## src/hdl/itchp_pkg.sv

```systemverilog
// itchp_pkg: constants, types and layout tables for the itch field parser
// no dependencies
`default_nettype none
package itchp_pkg;

   localparam int TYPE_COUNT = 23;
   localparam int TYPE_W = 5;
   localparam int POS_W = 5;

   localparam logic [2:0] ST_FIELD      = 3'd0;
   localparam logic [2:0] ST_UNKNOWN    = 3'd1;
   localparam logic [2:0] ST_INC_HEADER = 3'd2;
   localparam logic [2:0] ST_INC_MSG    = 3'd3;
   localparam logic [2:0] ST_SHORT      = 3'd4;

   localparam logic [1:0] PH_LEN_HI = 2'd0;
   localparam logic [1:0] PH_LEN_LO = 2'd1;
   localparam logic [1:0] PH_TYPE   = 2'd2;
   localparam logic [1:0] PH_BODY   = 2'd3;

   localparam logic [0:0] CFG_FILTER = 1'b0;
   localparam logic [0:0] CFG_MASK   = 1'b1;

   typedef struct packed {
      logic [7:0]  msg_type;
      logic [3:0]  field_index;
      logic [63:0] field_value;
      logic [3:0]  field_bytes;
      logic        last_field;
      logic [2:0]  status;
   } result_type;

   // known type code, TYPE_COUNT when not a known type
   function automatic logic [TYPE_W-1:0] type_lookup(input logic [7:0] b);
      logic [TYPE_W-1:0] c;
      c = TYPE_W'(TYPE_COUNT);
      unique case (b)
         "S": c = 5'd0;   "R": c = 5'd1;   "H": c = 5'd2;   "Y": c = 5'd3;
         "L": c = 5'd4;   "V": c = 5'd5;   "W": c = 5'd6;   "K": c = 5'd7;
         "J": c = 5'd8;   "h": c = 5'd9;   "A": c = 5'd10;  "F": c = 5'd11;
         "E": c = 5'd12;  "C": c = 5'd13;  "X": c = 5'd14;  "D": c = 5'd15;
         "U": c = 5'd16;  "P": c = 5'd17;  "Q": c = 5'd18;  "B": c = 5'd19;
         "I": c = 5'd20;  "N": c = 5'd21;  "O": c = 5'd22;
         default: c = TYPE_W'(TYPE_COUNT);
      endcase
      return c;
   endfunction

   function automatic logic [POS_W-1:0] layout_count(input logic [TYPE_W-1:0] c);
      logic [POS_W-1:0] n;
      unique case (c)
         5'd0: n = 5'd4;   5'd1: n = 5'd17;  5'd2: n = 5'd7;   5'd3: n = 5'd5;
         5'd4: n = 5'd8;   5'd5: n = 5'd6;   5'd6: n = 5'd4;   5'd7: n = 5'd7;
         5'd8: n = 5'd8;   5'd9: n = 5'd6;   5'd10: n = 5'd8;  5'd11: n = 5'd9;
         5'd12: n = 5'd6;  5'd13: n = 5'd8;  5'd14: n = 5'd5;  5'd15: n = 5'd4;
         5'd16: n = 5'd7;  5'd17: n = 5'd9;  5'd18: n = 5'd8;  5'd19: n = 5'd4;
         5'd20: n = 5'd12; 5'd21: n = 5'd5;  5'd22: n = 5'd10;
         default: n = 5'd4;
      endcase
      return n;
   endfunction

endpackage
`default_nettype wire

```

## src/hdl/itchp_layout.sv

```systemverilog
// itchp_layout: field size of a layout slot for a type code
// depends on itchp_pkg
`default_nettype none
module itchp_layout #(
   parameter int SYMBOL_BYTES = 8
) (
   input  wire logic [itchp_pkg::TYPE_W-1:0] code,
   input  wire logic [itchp_pkg::POS_W-1:0]  pos,
   output logic      [3:0]                   size
);
   localparam logic [3:0] SB = 4'(SYMBOL_BYTES);

   always_comb begin
      size = 4'd1;
      if (pos == 5'd0 || pos == 5'd1) begin
         size = 4'd2;
      end else if (pos == 5'd2) begin
         size = 4'd6;
      end else begin
         unique case (code)
            5'd0, 5'd6: size = 4'd1;
            5'd1: begin
               unique case (pos)
                  5'd3: size = SB;
                  5'd6, 5'd15: size = 4'd4;
                  5'd9: size = 4'd2;
                  default: size = 4'd1;
               endcase
            end
            5'd2: size = (pos == 5'd3) ? SB : (pos == 5'd6) ? 4'd4 : 4'd1;
            5'd3, 5'd21: size = (pos == 5'd3) ? SB : 4'd1;
            5'd4: size = (pos == 5'd3) ? 4'd4 : (pos == 5'd4) ? SB : 4'd1;
            5'd5: size = 4'd8;
            5'd7: size = (pos == 5'd3) ? SB : (pos == 5'd5) ? 4'd1 : 4'd4;
            5'd8: size = (pos == 5'd3) ? SB : 4'd4;
            5'd9: size = (pos == 5'd3) ? SB : 4'd1;
            5'd10, 5'd11, 5'd17: begin
               unique case (pos)
                  5'd3: size = 4'd8;
                  5'd8: size = (code == 5'd17) ? 4'd8 : 4'd4;
                  5'd4: size = 4'd1;
                  5'd6: size = SB;
                  default: size = 4'd4;
               endcase
            end
            5'd12: size = (pos == 5'd4) ? 4'd4 : 4'd8;
            5'd13: begin
               unique case (pos)
                  5'd4, 5'd7: size = 4'd4;
                  5'd6: size = 4'd1;
                  default: size = 4'd8;
               endcase
            end
            5'd14: size = (pos == 5'd3) ? 4'd8 : 4'd4;
            5'd15, 5'd19: size = 4'd8;
            5'd16: size = (pos == 5'd3 || pos == 5'd4) ? 4'd8 : 4'd4;
            5'd18: begin
               unique case (pos)
                  5'd3, 5'd6: size = 4'd8;
                  5'd4: size = SB;
                  5'd5: size = 4'd4;
                  default: size = 4'd1;
               endcase
            end
            5'd20: begin
               unique case (pos)
                  5'd3, 5'd4: size = 4'd8;
                  5'd6: size = SB;
                  5'd7, 5'd8, 5'd9: size = 4'd4;
                  default: size = 4'd1;
               endcase
            end
            5'd22: begin
               unique case (pos)
                  5'd3: size = SB;
                  5'd4: size = 4'd1;
                  5'd8: size = 4'd8;
                  default: size = 4'd4;
               endcase
            end
            default: size = 4'd1;
         endcase
      end
   end
endmodule
`default_nettype wire

```

## src/hdl/itch_message_field_parser.sv

```systemverilog
// itch_message_field_parser: framed itch byte stream to big-endian fields
// depends on itchp_pkg, itchp_layout
//
//  channel | dir | payload
//  req_    | in  | tdata data_byte, tlast buffer_end
//  rsp_    | out | tdata msg_type, field_index, field_value, field_bytes;
//          |     | tlast last_field, tuser status
//  csr_    | in  | 0 filter_enable, 1 type_mask
//
// one byte per cycle; the parse runs in the cycle of acceptance and its results
// (up to two) show on rsp_ from the next cycle out of a two-entry queue.
// req_tready is high while the queue has two free slots after this cycle's rsp_
// transfer, so a byte that makes two results holds off the next byte while both
// are queued, and a stalled consumer holds off input until the queue drains.
// synchronous reset clears control state and the queue count.
`default_nettype none
module itch_message_field_parser #(
   parameter int SYMBOL_BYTES = 8
) (
   input  wire logic        clock,
   input  wire logic        reset,
   input  wire logic        req_tvalid,
   output logic             req_tready,
   input  wire logic [7:0]  req_tdata,   // [7:0] data_byte
   input  wire logic        req_tlast,   // buffer_end
   output logic             rsp_tvalid,
   input  wire logic        rsp_tready,
   output logic [79:0]      rsp_tdata,   // [7:0] msg_type, [11:8] field_index,
                                         // [75:12] field_value, [79:76] field_bytes
   output logic             rsp_tlast,   // last_field
   output logic [2:0]       rsp_tuser,   // [2:0] status
   input  wire logic        csr_we,
   input  wire logic        csr_index,
   input  wire logic [22:0] csr_wdata
);
   logic        filter_ff;
   logic [22:0] mask_ff;
   logic [1:0]  phase_ff, phase_in;
   logic [7:0]  lenhi_ff, lenhi_in;
   logic [15:0] left_ff, left_in;
   logic [7:0]  mtype_ff, mtype_in;
   logic [4:0]  code_ff, code_in;
   logic        skip_ff, skip_in;
   logic [4:0]  pos_ff, pos_in;
   logic [3:0]  cnt_ff, cnt_in;
   logic [63:0] acc_ff, acc_in;

   itchp_pkg::result_type q_ff [2];
   logic [1:0]  qn_ff;
   itchp_pkg::result_type r0, r1;
   logic [1:0]  nres;

   logic [7:0]  b;
   logic        at_end, take, pop;
   logic [4:0]  lk, cnt_lay;
   logic [3:0]  fsize;
   logic [63:0] acc_sh;
   logic [15:0] left_dec;

   assign b = req_tdata;
   assign at_end = req_tlast;
   assign req_tready = (qn_ff == 2'd0) || (qn_ff == 2'd1 && rsp_tready);
   assign take = req_tvalid && req_tready;
   assign rsp_tvalid = (qn_ff != 2'd0);
   assign pop = rsp_tvalid && rsp_tready;
   assign rsp_tdata = {q_ff[0].field_bytes, q_ff[0].field_value,
                       q_ff[0].field_index, q_ff[0].msg_type};
   assign rsp_tlast = q_ff[0].last_field;
   assign rsp_tuser = q_ff[0].status;

   assign lk = itchp_pkg::type_lookup(b);
   assign cnt_lay = itchp_pkg::layout_count(code_ff);
   assign acc_sh = {acc_ff[55:0], b};
   assign left_dec = left_ff - 16'd1;

   itchp_layout #(.SYMBOL_BYTES(SYMBOL_BYTES)) u_layout (
      .code(code_ff), .pos(pos_ff), .size(fsize)
   );

   function automatic itchp_pkg::result_type stat(input logic [7:0] t,
                                                  input logic [2:0] s);
      itchp_pkg::result_type r;
      r = '0;
      r.msg_type = t;
      r.status = s;
      return r;
   endfunction

   always_comb begin
      phase_in = phase_ff; lenhi_in = lenhi_ff; left_in = left_ff;
      mtype_in = mtype_ff; code_in = code_ff; skip_in = skip_ff;
      pos_in = pos_ff; cnt_in = cnt_ff; acc_in = acc_ff;
      r0 = '0; r1 = '0; nres = 2'd0;
      unique case (phase_ff)
         itchp_pkg::PH_LEN_HI: begin
            lenhi_in = b;
            mtype_in = 8'd0;
            if (at_end) begin
               r0 = stat(8'd0, itchp_pkg::ST_INC_HEADER); nres = 2'd1;
            end else begin
               phase_in = itchp_pkg::PH_LEN_LO;
            end
         end
         itchp_pkg::PH_LEN_LO: begin
            left_in = {lenhi_ff, b};
            if ({lenhi_ff, b} == 16'd0) begin
               phase_in = itchp_pkg::PH_LEN_HI;
            end else if (at_end) begin
               r0 = stat(8'd0, itchp_pkg::ST_INC_MSG); nres = 2'd1;
               phase_in = itchp_pkg::PH_LEN_HI;
            end else begin
               phase_in = itchp_pkg::PH_TYPE;
            end
         end
         itchp_pkg::PH_TYPE: begin
            logic sk;
            logic unk;
            left_in = left_dec;
            mtype_in = b; pos_in = '0; cnt_in = '0; acc_in = '0;
            unk = (lk == 5'(itchp_pkg::TYPE_COUNT));
            sk = unk || (filter_ff && !mask_ff[lk]);
            code_in = unk ? 5'd0 : lk;
            skip_in = sk;
            if (unk) begin
               r0 = stat(b, itchp_pkg::ST_UNKNOWN); nres = 2'd1;
            end
            if (left_dec == 16'd0) begin
               phase_in = itchp_pkg::PH_LEN_HI;
               if (!sk) begin
                  r0 = stat(b, itchp_pkg::ST_SHORT); nres = 2'd1;
               end
            end else if (at_end) begin
               phase_in = itchp_pkg::PH_LEN_HI;
               if (unk) begin
                  r1 = stat(b, itchp_pkg::ST_INC_MSG); nres = 2'd2;
               end else begin
                  r0 = stat(b, itchp_pkg::ST_INC_MSG); nres = 2'd1;
               end
            end else begin
               phase_in = itchp_pkg::PH_BODY;
            end
         end
         default: begin
            logic active;
            logic emit;
            logic [4:0] npos;
            itchp_pkg::result_type st;
            left_in = left_dec;
            active = !skip_ff && (pos_ff < cnt_lay);
            emit = 1'b0;
            npos = pos_ff;
            st = '0;
            if (active) begin
               acc_in = acc_sh;
               cnt_in = cnt_ff + 4'd1;
               if (cnt_ff + 4'd1 >= fsize) begin
                  emit = 1'b1;
                  r0.msg_type = mtype_ff;
                  r0.field_index = pos_ff[3:0];
                  r0.field_value = acc_sh;
                  r0.field_bytes = fsize;
                  r0.last_field = (pos_ff + 5'd1 == cnt_lay);
                  r0.status = itchp_pkg::ST_FIELD;
                  npos = pos_ff + 5'd1;
                  pos_in = npos;
                  cnt_in = '0;
                  acc_in = '0;
               end
            end
            nres = {1'b0, emit};
            if (left_dec == 16'd0) begin
               phase_in = itchp_pkg::PH_LEN_HI;
               if (!skip_ff && npos < cnt_lay) begin
                  st = stat(mtype_ff, itchp_pkg::ST_SHORT);
                  nres = nres + 2'd1;
               end
            end else if (at_end) begin
               phase_in = itchp_pkg::PH_LEN_HI;
               st = stat(mtype_ff, itchp_pkg::ST_INC_MSG);
               nres = nres + 2'd1;
            end
            if (emit) r1 = st;
            else r0 = st;
         end
      endcase
   end

   always_ff @(posedge clock) begin
      if (reset) begin
         filter_ff <= 1'b0; mask_ff <= 23'h7FFFFF;
         phase_ff <= itchp_pkg::PH_LEN_HI; lenhi_ff <= '0; left_ff <= '0;
         mtype_ff <= '0; code_ff <= '0; skip_ff <= 1'b0; pos_ff <= '0;
         cnt_ff <= '0; acc_ff <= '0; qn_ff <= '0;
      end else begin
         if (csr_we) begin
            if (csr_index == itchp_pkg::CFG_MASK) mask_ff <= csr_wdata;
            else filter_ff <= csr_wdata[0];
         end
         if (take) begin
            phase_ff <= phase_in; lenhi_ff <= lenhi_in; left_ff <= left_in;
            mtype_ff <= mtype_in; code_ff <= code_in; skip_ff <= skip_in;
            pos_ff <= pos_in; cnt_ff <= cnt_in; acc_ff <= acc_in;
         end
         qn_ff <= qn_ff - {1'b0, pop} + (take ? nres : 2'd0);
      end
   end

   // queue payload: a byte is only taken when the queue empties this cycle,
   // so new results always fill from the head
   always_ff @(posedge clock) begin
      if (take && nres != 2'd0) begin
         q_ff[0] <= r0;
         q_ff[1] <= r1;
      end else if (pop) begin
         q_ff[0] <= q_ff[1];
      end
   end
endmodule
`default_nettype wire

```

## config.mk

```make
export PLATFORM = sky130hd
export DESIGN_NAME = itch_message_field_parser
export DESIGN_NICKNAME = d
export VERILOG_FILES = /design/src/hdl/itchp_pkg.sv /design/src/hdl/itchp_layout.sv /design/src/hdl/itch_message_field_parser.sv
export SDC_FILE = /design/constraint.sdc
export NUM_CORES = 1
export LEC_CHECK = 0
export BUFFER_PORTS_ARGS = -buffer_cell sky130_fd_sc_hd__buf_2
export CELL_PAD_IN_SITES_DETAIL_PLACEMENT = 0
export CELL_PAD_IN_SITES_GLOBAL_PLACEMENT = 1
export CORE_MARGIN = 2
export CORE_UTILIZATION = 46
export CTS_BUF_LIST = sky130_fd_sc_hd__clkbuf_16
export DETAILED_ROUTE_END_ITERATION = 6
export MAX_ROUTING_LAYER = met4
export PLACE_DENSITY_LB_ADDON = 0.1
export SYNTH_ARGS = -nofsm -noshare
export SYNTH_HDL_FRONTEND = slang
export SYNTH_HIERARCHICAL = 1
export SYNTH_SLANG_ARGS = --single-unit
export TNS_END_PERCENT = 20
```

## constraint.sdc

```tcl
create_clock -name clock -period 10.35 [get_ports clock]
set_input_delay 2.07 -clock clock [delete_from_list [all_inputs] [get_ports clock]]
set_output_delay 2.07 -clock clock [all_outputs]
set_load 0.02 [all_outputs]
```

==> run summary <==
Reg2Reg Setup Slack = 3410 ps
R2r worst-path depth = 29
Crit path DAT = 7230 ps
Synth Area in Compound Gates = 20.3%
Clock buffer depth = 3
Yosys top cell area share = 23.5%
DP Cell Count = 1640
CP endpoint kind = flip-flop
Largest family of logic cells by synthesized area = simple AND/OR/NAND/NOR gates
Worst setup endpoint = q_ff[0][44]
Highest routed layer = met4
Initial Util = 46.5%
Worst Setup Path Type = reg -> reg
Postcts setup bufs = 0
CP Max Fanout = 67
Vias in the first global route = 8919
Hold Buf Count CTS = 0
Reg area = 5550 sq um
Avg WL per Cell = 18.1 um
Antenna diodes = 0
Hold crit path type = reg -> reg
Asr flop ratio synth = 0%
Top_reg_cell synth = dfxtp_1
TNS Setup = 0 ps
Final cycle utilization of the critical path = 67.1%
Met2 WL = 13900 um
Yosys warning total = 6
Multi-input gate area = 5910 sq um
Unrepaired setup endpoints after global routing = false
Clk sinks = 230
Pleak = 5.32 nW
Initial antenna violation count = 0
First-pass GRT wire length = 48800 um
Worst skew pair latency = 540 ps
Setup violators final = 0
CTS tree = done
CTS Buf Count = 26
Critical Path Max Stage Delay = 770 ps
Fill cell count = 2387
Max IR drop VDD = 0.147 mV
Synth Area in Simple Gates = 21.2%
Total gr overflow = 0
Post-layout util = 52.4%
Syn nets = 1349
Period minus WS final = 6940 ps
Die boundary height = 166 um
Vias per std cell = 5.75
FMAX = 0.144 GHz
Routability cong. = 0.836
Detail Placement HPWL = 20000 um
CORE AREA = 25800 sq um
Fin. max-slew vios = 0
Final hold vios = 0
Reg-to-reg startpoint = pos_ff[2]
Commonest non-fill, non-tap cells in the layout = 153 x nor2_1, 136 x dfxtp_1, 122 x buf_2
Delay-heaviest family, CP = simple AND/OR/NAND/NOR gates
Crit path launch type = flip-flop
Vias = 9704
Row cnt = 59
Largest net degree at the start of global routing = 85
IO buf count = 123
# Max-Cap Violations = 0
Synth Area in Adders = 3.75%
Syn Inst Count = 1275
Overall Global Routing Usage = 22.8%
Max stage delay cell, worst path = dfxtp_1
Metal-1 WL = 14600 um
Worst Path Buf+Inv = 2
Ports = 124
Nets = 1407
Stages on worst setup path = 29
Max-slew headroom = 27.7%
Synthesized area per cell = 9.41 sq um
Post-CTS Resized = 0
Area delta synth->final = 12.8%
Clock Tree Root = clkbuf_16
Total power = 2.81 mW
Clock-pin slew on the worst setup and hold paths = 60 ps
Pre-antenna DRT Iters = 5
Outcome = complete, no violations
Most common cell after layout, fill and taps aside = nor2_1
Clock skew = 18.0 ps
Crit. Startpoint = pos_ff[2]
Chip width = 166 um
Hold Path Cell Cnt = 1
P per Cell Area = 208 nW/um^2
Top cells by area, synth = edfxtp_1 24%, dfxtp_1 23%, a22oi_1 5.1%
Post-synthesis sequential area ratio = 46.2%
Synth area leader = edfxtp_1
Detailed-route DRC error count = 0
EDFF count, synth = 94
Post-Syn Area = 12000 sq um
RR Endpoint = q_ff[0][44]
Metal3 WL = 1490 um
DR iter-0 viols = 757
Synth Area in XOR/XNOR = 1.17%
Finished Layout Cells = 1688
Die area = 27400 sq um
Netlist cell types = 92
Proportion of synthesized area in mux cells = 2.55%
Wirelength, routed = 30600 um
DRT antenna net count = 0
Fraction of layout cells with a size suffix above 1 = 15.6%
Least-Margin Pin Slew = 1080 ps
CTS H-Tree Depth = 1
Yosys reg bits = 230
Worst EP required = 10640 ps
==> layout make-up <==
type                       instances  share of cell area [%]
sequential                       230                    40.9
clock buffer                      26                    4.80
timing repair buffer             136                    5.28
clock inverter                    22                    1.27
tap                              335                    3.09
multi-input combinational        904                    43.6
inverter                          35                   0.970
==> metal layers <==
metal | vias up | track usage, %
li1 | 4788 | -
met5 | - | -
met4 | 0 | 4.86
met2 | 268 | 35.5
met1 | 4606 | 32.1
met3 | 42 | 2.42
==> Yosys cell counts (all sizes together), types with 6 or more instances <==
cell type  count
nor2         154
a211o         27
edfxtp        94
mux2i         16
a22oi         82
and3          28
a21oi         64
nor2b         16
a2111oi        6
nor3          26
xnor2          8
clkbuf        84
o21ai         41
or3            8
a211oi         7
nand2b        18
nand2         79
dfxtp        136
o31ai         12
buf           22
nor4b          6
mux2          13
and2          79
xor2           8
o22ai         10
nor4          13
ha            36
inv           34
a32oi         14
nand4         11
a22o          12
nand3         16
==> worst register-to-register path: cells and delay by family, from the launching register on <==
family / cells / cell delay, ps
AOI/OAI and AO/OA: 6 / 1170
xor gates and xnor gates: 1 / 200
muxes: 1 / 180
adders and majority gates: 3 / 730
and+or+nand+nor: 16 / 3250
buffers and inverters: 2 / 380
DFF: 1 / 770
==> how the worst min path moves through the flow <==
stage	to	slack, ps	from
detailed placement	mask_ff[6]	450	mask_ff[6]
CTS	mask_ff[6]	460	mask_ff[6]
floorplan	mask_ff[7]	430	mask_ff[7]
global route	mask_ff[6]	480	mask_ff[6]
finish	mask_ff[12]	460	mask_ff[12]
global placement	mask_ff[5]	440	mask_ff[5]
==> metrics by stage <==
stage	cell area (sq um)	setup WS (ps)	hold slack, ps
3_5_place_dp	12700	3490	450
3_3_place_gp	12700	3540	444
5_1_grt	13500	2780	477
2_1_floorplan	12000	2600	427
4_1_cts	13500	3460	464
6_report	13500	3410	461
==> where the power goes <==
part,internal (mW),switching (mW)
clock network,0.508,0.377
registers,1.12,0.0737
logic,0.230,0.499
==> sequential cells by signal, indices dropped and copies added, names as in the netlist <==
| signal | flops |
|---|---|
| acc_ff | 56 |
| cnt_ff | 4 |
| cnt_lay | 5 |
| code_ff | 5 |
| filter_ff | 1 |
| left_ff | 16 |
| lenhi_ff | 8 |
| mask_ff | 23 |
| mtype_ff | 8 |
| phase_ff | 2 |
| pos_ff | 5 |
| q_ff | 94 |
| qn_ff | 2 |
| skip_ff | 1 |
==> cells by family (layout without fill, tap and decap cells) <==
group | Yosys count | after routing
simple gates | 488 | 488
compound gates | 335 | 335
flops | 230 | 230
buf+inv | 141 | 219
fa+ha+maj | 36 | 36
mux | 29 | 29
xor+xnor | 16 | 16
No activity file was read; power rests on OpenSTA's default activity.
